**config.mk**
```make
export PLATFORM = sky130hd
export DESIGN_NAME = joystick_axis_calibration
export DESIGN_NICKNAME = d
export VERILOG_FILES = /design/src/jac_pkg.sv /design/src/jac_front.sv /design/src/jac_div_cell.sv /design/src/jac_back.sv /design/src/joystick_axis_calibration.sv
export VERILOG_INCLUDE_DIRS = /design/src /design/src/src
export SDC_FILE = /design/constraint.sdc
export NUM_CORES = 1
export LEC_CHECK = 0
export ABC_AREA = 1
export BUFFER_PORTS_ARGS = -buffer_cell sky130_fd_sc_hd__buf_2
export CAP_MARGIN = 20
export CORE_MARGIN = 3
export CORE_UTILIZATION = 65
export DETAILED_ROUTE_END_ITERATION = 8
export HOLD_SLACK_MARGIN = 0.03
export PLACE_DENSITY = 0.8
export SLEW_MARGIN = 5
export SYNTH_ARGS = -nofsm -noshare
export SYNTH_HDL_FRONTEND = slang
export SYNTH_SLANG_ARGS = --single-unit
```
**constraint.sdc**
```tcl
create_clock -name aclk -period 13.84 [get_ports aclk]
set_clock_uncertainty 0.2 [all_clocks]
set_input_delay 2.768 -clock aclk [delete_from_list [all_inputs] [get_ports aclk]]
set_output_delay 2.768 -clock aclk [all_outputs]
set_load 0.01 [all_outputs]
```
**src/assert_macros.svh**
```systemverilog
`ifndef ASSERT_MACROS_SVH
`define ASSERT_MACROS_SVH

// Concurrent check on the block clock, off while in reset.
`define JAC_ASSERT(label, prop, msg) \
    label: assert property (@(posedge aclk) disable iff (!aresetn) prop) else $error(msg);

// Implication checked on the same edge.
`define JAC_ASSERT_IMP(label, pre, post, msg) \
    `JAC_ASSERT(label, (pre) |-> (post), msg)

`endif

```
**src/jac_pkg.sv**
```systemverilog
package jac_pkg;

    localparam int SAMPLE_W = 16;
    localparam int CAL_W    = 12;
    localparam int POS_W    = 13;
    localparam int SCALE_SH = 11;
    localparam int QUO_W    = 13;
    localparam int REM_W    = CAL_W + SCALE_SH + 1;
    localparam int X_W      = QUO_W + 2;
    localparam int ADDR_W   = 3;

    localparam logic [ADDR_W-1:0] REG_CAL_MIN  = 3'd0;
    localparam logic [ADDR_W-1:0] REG_CAL_MID  = 3'd1;
    localparam logic [ADDR_W-1:0] REG_CAL_MAX  = 3'd2;
    localparam logic [ADDR_W-1:0] REG_INVERT   = 3'd3;
    localparam logic [ADDR_W-1:0] REG_POT_MODE = 3'd4;

    localparam logic [CAL_W-1:0] CAL_MID_RST = 12'd2048;
    localparam logic [POS_W-1:0] POS_ONE     = 13'd2048;
    localparam logic [POS_W-1:0] POS_NEG_ONE = 13'h1800;
    localparam logic [POS_W-1:0] POS_HALF    = 13'd2048;
    localparam logic [X_W-1:0]   X_MID       = 15'd2048;
    localparam logic [X_W-1:0]   X_TOP       = 15'd4095;

    typedef struct packed {
        logic [CAL_W-1:0] cal_min;
        logic [CAL_W-1:0] cal_mid;
        logic [CAL_W-1:0] cal_max;
        logic             invert;
        logic             pot_mode;
    } jac_cfg_t;

    typedef struct packed {
        logic             bypass;
        logic             ok;
        logic [POS_W-1:0] pos;
        logic             neg;
        logic             hi;
        logic             ovf;
        logic [REM_W-1:0] rem;
        logic [CAL_W-1:0] den;
        logic [QUO_W-1:0] quo;
    } jac_item_t;

endpackage

```
**src/jac_front.sv**
```systemverilog
`include "assert_macros.svh"

module jac_front (
    input  logic                           aclk,
    input  logic                           aresetn,
    input  jac_pkg::jac_cfg_t              cfg,
    input  logic                           in_valid,
    output logic                           in_ready,
    input  logic [jac_pkg::SAMPLE_W-1:0]   in_sample,
    output logic                           out_valid,
    input  logic                           out_ready,
    output jac_pkg::jac_item_t             out_item
);

    logic               valid_reg, valid_next;
    jac_pkg::jac_item_t item_reg, item_next;

    logic [jac_pkg::CAL_W-1:0] s12;
    logic                      bad;
    logic                      hi;
    logic [jac_pkg::CAL_W:0]   num, den, num_neg, den_neg;
    logic [jac_pkg::CAL_W-1:0] nmag, dmag;

    assign in_ready  = !valid_reg || out_ready;
    assign out_valid = valid_reg;
    assign out_item  = item_reg;

    always_comb begin
        s12     = in_sample[jac_pkg::CAL_W-1:0];
        bad     = |in_sample[jac_pkg::SAMPLE_W-1:jac_pkg::CAL_W];
        hi      = s12 >= cfg.cal_mid;
        num     = hi ? ({1'b0, s12} - {1'b0, cfg.cal_mid})
                     : ({1'b0, s12} - {1'b0, cfg.cal_min});
        den     = hi ? ({1'b0, cfg.cal_max} - {1'b0, cfg.cal_mid})
                     : ({1'b0, cfg.cal_mid} - {1'b0, cfg.cal_min});
        num_neg = -num;
        den_neg = -den;
        nmag    = num[jac_pkg::CAL_W] ? num_neg[jac_pkg::CAL_W-1:0] : num[jac_pkg::CAL_W-1:0];
        dmag    = den[jac_pkg::CAL_W] ? den_neg[jac_pkg::CAL_W-1:0] : den[jac_pkg::CAL_W-1:0];

        item_next = '0;
        if (cfg.pot_mode) begin
            item_next.bypass = 1'b1;
            item_next.ok     = 1'b1;
            item_next.pos    = bad ? jac_pkg::POS_ONE : ({1'b0, s12} - jac_pkg::POS_HALF);
        end else if (bad) begin
            item_next.bypass = 1'b1;
        end else if (cfg.cal_max == '0) begin
            item_next.bypass = 1'b1;
            item_next.ok     = 1'b1;
            item_next.pos    = {1'b0, s12} - jac_pkg::POS_HALF;
        end else if (den == '0) begin
            item_next.bypass = 1'b1;
        end else begin
            item_next.ok  = 1'b1;
            item_next.neg = num[jac_pkg::CAL_W] ^ den[jac_pkg::CAL_W];
            item_next.hi  = hi;
            item_next.ovf = (nmag >> (jac_pkg::QUO_W - jac_pkg::SCALE_SH)) >= dmag;
            item_next.rem = {1'b0, nmag, {jac_pkg::SCALE_SH{1'b0}}};
            item_next.den = dmag;
        end

        valid_next = in_ready ? in_valid : valid_reg;
    end

    always_ff @(posedge aclk) begin
        if (!aresetn) begin
            valid_reg <= 1'b0;
        end else begin
            valid_reg <= valid_next;
        end
    end

    always_ff @(posedge aclk) begin
        if (in_ready && in_valid) begin
            item_reg <= item_next;
        end
    end

    `JAC_ASSERT_IMP(a_front_den_nonzero, valid_reg && !item_reg.bypass,
        item_reg.den != '0, "divide item with zero divisor")

endmodule

```
**src/jac_div_cell.sv**
```systemverilog
`include "assert_macros.svh"

module jac_div_cell #(
    parameter int BIT = 0
) (
    input  logic               aclk,
    input  logic               aresetn,
    input  logic               in_valid,
    output logic               in_ready,
    input  jac_pkg::jac_item_t in_item,
    output logic               out_valid,
    input  logic               out_ready,
    output jac_pkg::jac_item_t out_item
);

    logic               valid_reg, valid_next;
    jac_pkg::jac_item_t item_reg, item_next;

    logic [jac_pkg::REM_W-1:0] dsh;
    logic [jac_pkg::REM_W:0]   diff;
    logic [jac_pkg::REM_W-1:0] dsh_reg;

    assign in_ready  = !valid_reg || out_ready;
    assign out_valid = valid_reg;
    assign out_item  = item_reg;
    assign dsh_reg   = jac_pkg::REM_W'(item_reg.den) << BIT;

    always_comb begin
        dsh       = jac_pkg::REM_W'(in_item.den) << BIT;
        diff      = {1'b0, in_item.rem} - {1'b0, dsh};
        item_next = in_item;
        if (!diff[jac_pkg::REM_W]) begin
            item_next.rem      = diff[jac_pkg::REM_W-1:0];
            item_next.quo[BIT] = 1'b1;
        end
        valid_next = in_ready ? in_valid : valid_reg;
    end

    always_ff @(posedge aclk) begin
        if (!aresetn) begin
            valid_reg <= 1'b0;
        end else begin
            valid_reg <= valid_next;
        end
    end

    always_ff @(posedge aclk) begin
        if (in_ready && in_valid) begin
            item_reg <= item_next;
        end
    end

    `JAC_ASSERT_IMP(a_cell_rem_bound, valid_reg && !item_reg.bypass && !item_reg.ovf,
        item_reg.rem < dsh_reg, "remainder not reduced below shifted divisor")

endmodule

```
**src/jac_back.sv**
```systemverilog
`include "assert_macros.svh"

module jac_back (
    input  logic                        aclk,
    input  logic                        aresetn,
    input  logic                        invert,
    input  logic                        in_valid,
    output logic                        in_ready,
    input  jac_pkg::jac_item_t          in_item,
    output logic                        out_valid,
    input  logic                        out_ready,
    output logic [jac_pkg::POS_W-1:0]   out_position,
    output logic                        out_ok
);

    logic                      valid_reg, valid_next;
    logic [jac_pkg::POS_W-1:0] pos_reg, pos_next;
    logic                      ok_reg;

    logic [jac_pkg::X_W-1:0]   quo_x, sq, x;
    logic [jac_pkg::POS_W-1:0] pos;

    assign in_ready     = !valid_reg || out_ready;
    assign out_valid    = valid_reg;
    assign out_position = pos_reg;
    assign out_ok       = ok_reg;

    always_comb begin
        quo_x = jac_pkg::X_W'(in_item.quo);
        sq    = in_item.neg ? -quo_x : quo_x;
        x     = sq + (in_item.hi ? jac_pkg::X_MID : '0);

        if (in_item.bypass) begin
            pos = in_item.pos;
        end else if (in_item.ovf) begin
            pos = in_item.neg ? jac_pkg::POS_NEG_ONE : jac_pkg::POS_ONE;
        end else if (x[jac_pkg::X_W-1]) begin
            pos = jac_pkg::POS_NEG_ONE;
        end else if (x > jac_pkg::X_TOP) begin
            pos = jac_pkg::POS_ONE;
        end else begin
            pos = x[jac_pkg::POS_W-1:0] - jac_pkg::POS_HALF;
        end

        if (!in_item.ok) begin
            pos_next = '0;
        end else if (invert) begin
            pos_next = -pos;
        end else begin
            pos_next = pos;
        end

        valid_next = in_ready ? in_valid : valid_reg;
    end

    always_ff @(posedge aclk) begin
        if (!aresetn) begin
            valid_reg <= 1'b0;
        end else begin
            valid_reg <= valid_next;
        end
    end

    always_ff @(posedge aclk) begin
        if (in_ready && in_valid) begin
            pos_reg <= pos_next;
            ok_reg  <= in_item.ok;
        end
    end

    `JAC_ASSERT_IMP(a_back_bad_zero, valid_reg && !ok_reg,
        pos_reg == '0, "invalid result with nonzero position")
    `JAC_ASSERT_IMP(a_back_range, valid_reg && ok_reg,
        ($signed(pos_reg) >= -13'sd2048) && ($signed(pos_reg) <= 13'sd2048),
        "position outside -1..+1")

endmodule

```
**src/joystick_axis_calibration.sv**
```systemverilog
// Three-point calibration of one raw 12-bit joystick or potentiometer sample
// to a Q1.11 position (-2048 = -1.0, +2048 = +1.0) plus a valid flag. One beat
// is taken per clock unless a stalled output has filled the pipeline. Each sample
// passes through one decode stage, a row of 13 restoring-divider cells that each
// settle one quotient bit, and the output register. The per-cell handshake lets
// beats close up behind a stalled output. Calibration registers are written
// through cfg_wr_en/cfg_addr/cfg_wdata and must only be changed while no beat is
// in flight.
module joystick_axis_calibration (
    input  logic                           aclk,
    input  logic                           aresetn,
    input  logic                           cfg_wr_en,
    input  logic [jac_pkg::ADDR_W-1:0]     cfg_addr,
    input  logic [jac_pkg::CAL_W-1:0]      cfg_wdata,
    input  logic                           s_valid,
    output logic                           s_ready,
    input  logic [jac_pkg::SAMPLE_W-1:0]   s_sample,
    output logic                           m_valid,
    input  logic                           m_ready,
    output logic signed [jac_pkg::POS_W-1:0] m_position,
    output logic                           m_valid_res
);

    localparam int NCELL = jac_pkg::QUO_W;

    jac_pkg::jac_cfg_t  cfg_reg, cfg_next;

    logic               c_valid [NCELL+1];
    logic               c_ready [NCELL+1];
    jac_pkg::jac_item_t c_item  [NCELL+1];
    logic [jac_pkg::POS_W-1:0] position;

    always_comb begin
        cfg_next = cfg_reg;
        if (cfg_wr_en) begin
            case (cfg_addr)
                jac_pkg::REG_CAL_MIN:  cfg_next.cal_min  = cfg_wdata;
                jac_pkg::REG_CAL_MID:  cfg_next.cal_mid  = cfg_wdata;
                jac_pkg::REG_CAL_MAX:  cfg_next.cal_max  = cfg_wdata;
                jac_pkg::REG_INVERT:   cfg_next.invert   = cfg_wdata[0];
                jac_pkg::REG_POT_MODE: cfg_next.pot_mode = cfg_wdata[0];
                default:               cfg_next = cfg_reg;
            endcase
        end
    end

    always_ff @(posedge aclk) begin
        if (!aresetn) begin
            cfg_reg.cal_min  <= '0;
            cfg_reg.cal_mid  <= jac_pkg::CAL_MID_RST;
            cfg_reg.cal_max  <= '0;
            cfg_reg.invert   <= 1'b0;
            cfg_reg.pot_mode <= 1'b0;
        end else begin
            cfg_reg <= cfg_next;
        end
    end

    jac_front u_front (
        .aclk      (aclk),
        .aresetn   (aresetn),
        .cfg       (cfg_reg),
        .in_valid  (s_valid),
        .in_ready  (s_ready),
        .in_sample (s_sample),
        .out_valid (c_valid[0]),
        .out_ready (c_ready[0]),
        .out_item  (c_item[0])
    );

    for (genvar i = 0; i < NCELL; i++) begin : g_cell
        jac_div_cell #(
            .BIT (NCELL - 1 - i)
        ) u_cell (
            .aclk      (aclk),
            .aresetn   (aresetn),
            .in_valid  (c_valid[i]),
            .in_ready  (c_ready[i]),
            .in_item   (c_item[i]),
            .out_valid (c_valid[i+1]),
            .out_ready (c_ready[i+1]),
            .out_item  (c_item[i+1])
        );
    end

    jac_back u_back (
        .aclk         (aclk),
        .aresetn      (aresetn),
        .invert       (cfg_reg.invert),
        .in_valid     (c_valid[NCELL]),
        .in_ready     (c_ready[NCELL]),
        .in_item      (c_item[NCELL]),
        .out_valid    (m_valid),
        .out_ready    (m_ready),
        .out_position (position),
        .out_ok       (m_valid_res)
    );

    assign m_position = $signed(position);

endmodule

```
; ---- Word level (Yosys, flattened, before mapping)
; Index checks and enable logic that the tools add are counted.
[word_totals]
out_inout_bits = 16
mem_count = 0
latch_bits = 0
word_cells = 279
mem_bits_ro = 0
input_bits = 36
ramBits = 0
reg_bits = 878
[op_classes]
add_sub_neg = 24
reduce_logical = 56
shift = 0
n_lt_le_gt_ge = 3
mul = 0
n_mux = 33
n_eq_ne = 4
div = 0
bitwise_logic = 1
[op_table]
columns = operator, n
row1 = $mux 24, 12
row2 = $mux 13, 11
row3 = $mux 39, 2
row4 = $mux 53, 1
row5 = $sub 12x12->13, 4
row6 = $mux 12, 3
row7 = $sub 24x12->25, 1
row8 = $sub 24x13->25, 1
row9 = $sub 24x14->25, 1
row10 = $sub 24x15->25, 1
row11 = $sub 24x16->25, 1
row12 = $sub 24x17->25, 1
row13 = $sub 24x18->25, 1
row14 = $sub 24x19->25, 1
row15 = $sub 24x20->25, 1
row16 = $sub 24x21->25, 1
row17 = $sub 24x22->25, 1
row18 = $sub 24x23->25, 1
row19 = $sub 24x24->25, 1
row20 = $neg 12->12, 2
row21 = $add 15x15->15, 1
row22 = $gt 15x12->1 const B, 1
row23 = $logic_and 1x1->1, 15
row24 = $logic_not 1->1, 15
row25 = other kinds (21), 41

; ---- Depth between registers and ports, before layout
; Gate-level depths: netlist (run 1).
[depth]
depth_word = 17
depth_mapped = 31
depth_no_buf = 30

; ---- By module
; Synthesis (run 1) repeated with hierarchy kept, for this count alone.
[unflattened]
cells_unflattened = 5512
hier_area_um2 = 51988.6
[by_module_without_submodules]
columns = mod, seq_area_each_um2, area_per_inst_um2, instances, cells_each
row1 = jac_front, 1281.2, 5779.3, 1, 908
row2 = jac_div_cell (g_cell[11].u_cell), 2031.9, 3603.5, 1, 379
row3 = jac_div_cell (g_cell[12].u_cell), 2031.9, 3509.6, 1, 349
row4 = jac_div_cell (g_cell[9].u_cell), 2031.9, 3505.9, 1, 330
row5 = jac_div_cell (g_cell[10].u_cell), 2031.9, 3477.1, 1, 341
row6 = jac_div_cell (g_cell[8].u_cell), 2031.9, 3382.0, 1, 334
row7 = jac_div_cell (g_cell[5].u_cell), 2031.9, 3333.2, 1, 330
row8 = jac_div_cell (g_cell[7].u_cell), 2031.9, 3331.9, 1, 327
row9 = jac_div_cell (g_cell[6].u_cell), 2031.9, 3256.9, 1, 309
row10 = jac_div_cell (g_cell[3].u_cell), 2031.9, 3166.8, 1, 302
row11 = jac_div_cell (g_cell[4].u_cell), 2031.9, 3130.5, 1, 282
row12 = jac_div_cell (g_cell[2].u_cell), 2031.9, 3116.7, 1, 279
row13 = jac_div_cell (g_cell[1].u_cell), 2031.9, 3088.0, 1, 274
row14 = jac_div_cell (g_cell[0].u_cell), 2031.9, 3031.7, 1, 262
row15 = +2 rows, --, --, --, --

; ---- Worst setup path after synthesis (run 1)
; No wires, ideal clock.
[synth_path]
path_kind = input-to-output
from = input m_ready
to = output s_ready
n_path_buf = 0
path_stages = 20
t_arrival_ns = 4.419
setup_slack_ns = 6.453
t_required_ns = 10.872
cell_sequence = nor2_2 inv_1 nor2_1 inv_1 nor2_1 inv_1 nor2_2 inv_2 nor2_2 inv_2 nor2_2 nand2_2 nor2_4 nand2_1 nor2_2 nand2_2 nor2_4 nand2_1 nor2_2 nand2_1
[synth_between]
elab_chain_len = 15
[synth_rtl]
columns = item, line
row1 = start: declaration, joystick_axis_calibration.sv:19  ; input logic m_ready,
row2 = $logic_or 1x1->1, jac_back.sv:23  ; assign in_ready = !valid_reg || out_ready;
row3 = $logic_or 1x1->1 (13 in a row), jac_div_cell.sv:23  ; assign in_ready = !valid_reg || out_ready;
row4 = $logic_or 1x1->1, jac_front.sv:24  ; assign in_ready = !valid_reg || out_ready;
row5 = end: declaration, joystick_axis_calibration.sv:16  ; output logic s_ready,
; No other way between the ends.

; ---- Worst setup path in the final report (run 1)
; Ends and elaborated chain as after synthesis.

==> metrics.cfg, run 1 <==
[placement]
hpwl_mm=55.8
port_buffers=51
gp_congestion=0.933

[synthesis]
synthXorXnorAreaFrac_pct=4.81
synth_fp_nets=3674
ys_async_sr_fraction_pct=0
syn_area_um2=37700
syn_inst=3413
ys.flop_type=edfxtp_1
synth_cell_type_count=59
synthMuxAreaShare_pct=0
yosysSeqAreaShare_pct=61.5
synthSimpleGateAreaFrac_pct=11.8
avgSynthCellArea_um2=11.0
yosys_warnings=0
synth_compound_area_share_pct=8.63
synth_top_family_by_area=simple AND/OR/NAND/NOR gates
synth_seq_cells=789
synth_fa_ha_area_share_pct=7.79
synth-edff-count=736

[worst_setup_path]
critPathArrivalTime_ns=5.42
path_delay_family=simple AND/OR/NAND/NOR gates
max_stage_delay_ns=0.29
cp_slowest_cell=nor2_4
endpoint_kind=output port
crit_start=m_ready
crit_required_ns=10.87
path_cells=buf_2 -> nor2_2 -> inv_1 -> nor2_1 -> inv_1 -> nor2_1 -> inv_1 -> nor2_2 -> inv_2 -> nor2_2 -> inv_2 -> nor2_2 -> nand2_2 -> nor2_4 -> nand2_1 -> nor2_2 -> nand2_2 -> nor2_4 -> nand2_1 -> nor2_2 -> nand2_1 -> buf_2
cpMostUsedCell=nor2_2
critPathKind=in -> out
r2r_start=cfg_reg[20]$_SDFFE_PN0P_
worst_setup_path_start_kind=input port
critPathBufInv=7
path_max_fanout=4

[sta]
report.final.slew_viol_count=0
max-slew-margin-rel_pct=30.0
whs_ns=0.212
tns_ns=0
period_share_pct=60.6
rsz0062_at_grt=false
tightest_slew_ns=1.05
period_minus_slack_ns=8.39
setup_viol=0
final_hold_viol_count=0
fmax_ghz=0.119

[floorplan]
die-area_um2=60900
placementRows=87
die_y_um=247
die_x_um=247
start_util_pct=66.3
fp.coreArea_um2=56800
ioPinCount=52

[cts]
cts_buffers=78
cts.reportedPaths.clkPinSlew_ns=0.06
cts_tree=yes
clock_sinks=789
clockBufferDepth=3
cts_setup_buffers=0
cts-root-buf=clkbuf_16
ctsHoldBuffers=0
htreeDepth=3
cts_resized=0
clk_latency_ns=0.63

[power_and_ir_drop]
power_density_nw_per_um2=123
power_mw=5.09
leakagePower_nw=16.3
peakVddDrop_v=0.000117

[global_routing]
grt_pass1_vias=24900
grt_usage_pct=26.4
grt_max_degree=66
grt-ovfl-total=0
grt_pass1_wl_mm=126
antenna_found_initial=1

[detailed_routing]
wirelength_mm=79.0
vias=24700
vias_per_cell=5.71
first_pass_iters=6
ant_nets=0
drtIter0Drc=2117
drc=0
routedWlPerCell_um=18.2

[finish]
regArea_um2=23200
final_core_util_pct=72.6
fillers=3714
finalNetCount=3774
largest_reg_flops=680
final_layout_size_suffix_gt1_share_pct=6.80
area_growth_pct=9.60
multi_input_area_um2=12500

[worst_hold_path]
hp-class=reg -> reg
hp-start=g_cell[11].u_cell.out_item[55]$_DFFE_PP_

[status]
outcome=finished, final reports clean

[job]
cap_viol_max_count=0

## metal layers
layer  part of all wire [%]  track usage [%]  wire, µm  vias to the layer above
met4                    4.4             11.4      3440                        0
met1                     37             29.6     29300                    11700
met2                     54             50.1     42300                      922
met5                      0                0         0                        -
met3                    5.0             3.51      3910                      236
li1                       -                -         -                    11900
## power breakdown
part	switching, mW	leakage, nW	total (mW)	internal (mW)
Clock	0.893	1.21	2.03	1.13
Sequential	0.0165	7.11	2.63	2.61
Combinational	0.289	8.01	0.436	0.147
## worst paths after layout
path,to,slack [ns],depth (start not counted)
worst max-delay path,s_ready,5.45,22
worst max register to register,u_front.out_item[49]$_SDFFCE_PP0P_,8.58,20
worst min register to register,g_cell[12].u_cell.out_item[55]$_DFFE_PP_,0.21,0
worst min-delay path,g_cell[12].u_cell.out_item[55]$_DFFE_PP_,0.21,0
## synthesized netlist by cell type, drive strengths merged (13+ instances only)
cell      n  area, µm²
nand3   106        546
clkbuf   36        135
a211oi   14        105
xor2    130       1140
o21bai   20        150
inv     488       1830
o21ai   268       1350
dfxtp    53       1060
fa       16        320
nor3     30        155
xnor2    77        674
nand4    22        153
edfxtp  736      22100
nor4     14       87.6
ha      209       2620
a21oi   238       1200
buf      13       95.1
nor2    293       1160
nand2   562       2120
## cells in the final DEF (no fill, tap or decap), types with 5 or more instances in the layout
cell type | Yosys | final
buf_4 | 2 | 16
o21ai_0 | 248 | 248
inv_1 | 482 | 477
a211oi_1 | 14 | 14
o221ai_1 | 5 | 5
o211ai_1 | 7 | 7
nand2_1 | 558 | 558
nor2_1 | 274 | 270
a31oi_1 | 9 | 9
a21o_1 | 7 | 7
nand3b_1 | 11 | 11
clkbuf_1 | 36 | 16
clkbuf_8 | 0 | 9
clkinv_2 | 0 | 15
buf_2 | 7 | 52
nand3_1 | 103 | 103
clkinv_1 | 0 | 15
nor2_4 | 2 | 6
xor2_1 | 130 | 130
o21ai_1 | 19 | 19
o21bai_1 | 20 | 20
nor4_1 | 14 | 14
nor2_2 | 17 | 17
o31ai_1 | 10 | 10
xnor2_1 | 77 | 77
and2_1 | 6 | 6
a21oi_1 | 236 | 234
nor3_1 | 29 | 29
ha_1 | 209 | 209
dfxtp_1 | 53 | 53
inv_2 | 6 | 10
or2_2 | 10 | 10
edfxtp_1 | 736 | 736
clkbuf_16 | 0 | 78
fa_1 | 16 | 16
nand4_1 | 21 | 21
## cell type report
cell class                 count  area share [%]
antenna                        1         0.00606
multi-input combinational   2087            30.3
inverter                     488            4.44
timing repair buffer          69           0.970
sequential                   789            56.1
clock buffer                 104            5.19
tap                          756            2.29
clock inverter                39           0.731
## worst register-to-register path, stage by stage, from the launching register on
cell      delay [ns]
dfxtp_1         0.34
inv_1           0.14
ha_1            0.38
a21oi_1         0.21
o21ai_1         0.11
a221oi_2        0.25
nand3_2         0.61
inv_2           0.50
o21ai_0         0.16
nand2_1         0.31
inv_2           0.16
nand2_1         0.21
xor2_1          0.34
ha_1            0.34
a21oi_1         0.16
o221ai_1        0.13
a21o_1          0.17
a21oi_1         0.12
nor2_1          0.06
nand2_1         0.09
nor2_1          0.04
## cell families (layout without fill, tap and decap cells)
| kind of cell | count (synthesis) | after routing |
|---|---|---|
| buffers and inverters | 537 | 700 |
| adder cells (fa/ha/maj) | 225 | 225 |
| XOR/XNOR | 207 | 207 |
| AO/OA/AOI/OAI | 596 | 596 |
| AND/OR/NAND/NOR | 1059 | 1059 |
| flip-flops | 789 | 789 |
| other | 0 | 1 |
## per-stage QoR
| stage | cells | cell area [µm²] | setup slack (ns) |
|---|---|---|---|
| 6_report | 4333 | 41300 | 5.45 |
| 5_1_grt | 4332 | 41300 | 5.21 |
| 4_1_cts | 4330 | 41200 | 5.46 |
| 3_5_place_dp | 4187 | 38800 | 5.47 |
| 3_3_place_gp | 4187 | 38800 | 5.55 |
| 2_1_floorplan | 3413 | 37700 | 6.45 |
Note: power is estimated with default switching activity, not from simulation.
==> run 2: changes to the inputs <==
- CORE_UTILIZATION: 65 -> 63
- PLACE_DENSITY: 0.8 -> 0.78
- clock period: 13.84 -> 8.36 ns (I/O delays scaled with it)
==> metrics.cfg, run 2 (synthesized netlist as in run 1, its figures left out) <==
[status]
outcome=finished, final reports clean

[sta]
period_share_pct=73.4
tns_ns=0  ; unchanged
max-slew-margin-rel_pct=29.9  ; -0.062 points
fmax_ghz=0.163
rsz0062_at_grt=false
report.final.slew_viol_count=0  ; unchanged
final_hold_viol_count=0  ; unchanged
setup_viol=0  ; unchanged
tightest_slew_ns=1.04  ; -0.00481 ns
period_minus_slack_ns=6.14

[worst_hold_path]
hp-start=g_cell[7].u_cell.out_item[5]$_SDFFCE_PN1P_
min_to=g_cell[8].u_cell.out_item[5]$_DFFE_PP_
worstHoldPathCells=0  ; unchanged
hp-class=reg -> reg

[detailed_routing]
drc=0  ; unchanged
vias_per_cell=5.60  ; -1.9%
first_pass_iters=6  ; unchanged
routedWlPerCell_um=17.5  ; -4.2%
wirelength_mm=75.9  ; -3.9%
drtIter0Drc=1543  ; -27%
vias=24300  ; -1.6%
ant_nets=0  ; unchanged

[finish]
fin_area_um2=41600  ; +0.71%
area_growth_pct=10.4
finalNetCount=3776  ; +0.053%
largest_reg_flops=680  ; unchanged
final_cell_mix=edfxtp_1 (736), nand2_1 (558), inv_1 (477)
fillers=3861  ; +4.0%
final_layout_size_suffix_gt1_share_pct=7.04  ; +0.24 points
final_common_cell=edfxtp_1
antenna_cells=0  ; -1

[global_routing]
grt_pass1_wl_mm=122  ; -3.3%
grt_pass1_vias=24500  ; -1.4%
use_met1_pct=26.1  ; -3.5 points
use_met3_pct=3.30  ; -0.21 points
grt-ovfl-total=0  ; unchanged
top_usage_layer=met2
grt_max_degree=66  ; unchanged
grt_util_met2_pct=47.8  ; -2.3 points
antenna_found_initial=1  ; unchanged
grt_usage_pct=24.3  ; -2.1 points

[cts]
ctsHoldBuffers=0  ; unchanged
cts-root-buf=clkbuf_16
cts_setup_buffers=0  ; unchanged
htreeDepth=3  ; unchanged
clockBufferDepth=3  ; unchanged
cts_tree=yes
cts_resized=0  ; unchanged
clock_sinks=789  ; unchanged
cts.reportedPaths.clkPinSlew_ns=0.07  ; about the same
clk_latency_ns=0.63  ; about the same
cts_buffers=79  ; +1.3%

[floorplan]
placementRows=88  ; +1.1%
die_x_um=250  ; +1.5%
die_y_um=250  ; +1.5%
ioPinCount=52  ; unchanged
die-area_um2=62700  ; +3.1%
start_util_pct=64.4  ; -1.9 points
fp.coreArea_um2=58500  ; +2.9%

[placement]
hpwl_mm=55.2  ; -1.2%
port_buffers=51  ; unchanged
placed_cell_area_um2=38800  ; about the same
gp_congestion=0.930  ; -0.26%

[power_and_ir_drop]
peakVddDrop_v=0.000232  ; +98%
power_density_nw_per_um2=209  ; +69%
leakagePower_nw=16.4  ; +0.71%

[worst_setup_path]
path_max_fanout=4  ; unchanged
r2r_start=cfg_reg[20]$_SDFFE_PN0P_
r2r-end=u_front.out_item[49]$_SDFFCE_PP0P_
critPathKind=in -> out
r2r_slack_ns=3.11  ; -5.47 ns
reg2reg_depth=24  ; +20%
critPathArrivalTime_ns=4.26  ; -1.16 ns
worst_setup_path_start_kind=input port
endpoint_kind=output port
crit_required_ns=6.49  ; -4.38 ns

[job]
cap_viol_max_count=0  ; unchanged

==> run 2: worst max-delay path by stage <==
stage	start	endpoint	slack, ns
after floorplan	m_ready	g_cell[5].u_cell.out_item[10]$_DFFE_PP_	2.78
after global placement	s_sample[6]	u_front.out_item[49]$_SDFFCE_PP0P_	1.83
after detailed placement	s_sample[6]	u_front.out_item[49]$_SDFFCE_PP0P_	1.82
after CTS	m_ready	s_ready	2.23
after global routing	s_sample[6]	u_front.out_item[49]$_SDFFCE_PP0P_	1.88
final	m_ready	s_ready	2.22
==> run 2: critical path, cell delays in order <==
cell and delay [ns]:
buf_2 0.10, nor2_2 0.12, inv_1 0.08, nor2_1 0.08, inv_1 0.07, nor2_1 0.10, inv_1 0.09, nor2_2 0.18
inv_2 0.07, nor2_2 0.18, inv_2 0.07, nor2_2 0.12, nand2_2 0.10, nor2_4 0.17, nand2_1 0.12, nor2_2 0.14
nand2_2 0.10, nor2_4 0.18, nand2_1 0.12, nor2_2 0.12, nand2_1 0.11, buf_2 0.15
==> run 2: cell type report <==
cell class	instances	area, µm²	area share [%]
Clock buffer	100	2110	5.08
Timing Repair Buffer	70	430	1.04
Tap cell	765	957	2.30
Clock inverter	47	586	1.41
Inverter	488	1830	4.41
Multi-Input combinational cell	2087	12500	30.0
Sequential cell	789	23200	55.7
==> run 2: power breakdown <==
group	internal, mW	switching, mW
logic	0.243	0.455
clock network	2.13	1.51
registers	4.33	0.0275
total	6.69	1.99
==> run 2: metrics by stage <==
stage	util [%]	total power, mW	hold slack (ns)	instances	setup slack (ns)
2_1_floorplan	-	4.94	0.200	3413	2.78
3_3_place_gp	66.4	5.11	0.201	4196	1.83
3_5_place_dp	66.4	5.12	0.205	4196	1.82
4_1_cts	71.0	8.73	0.207	4343	2.23
5_1_grt	71.1	8.99	0.213	4346	1.88
6_report	71.1	8.68	0.211	4346	2.22
==> run 2: metal layers <==
layer	vias to the layer above	wire length (µm)	part of all wire (%)
li1	11900	-	-
met3	209	2660	3.5
met5	-	0	0
met4	0	3240	4.3
met1	11600	28200	37
met2	672	41800	55
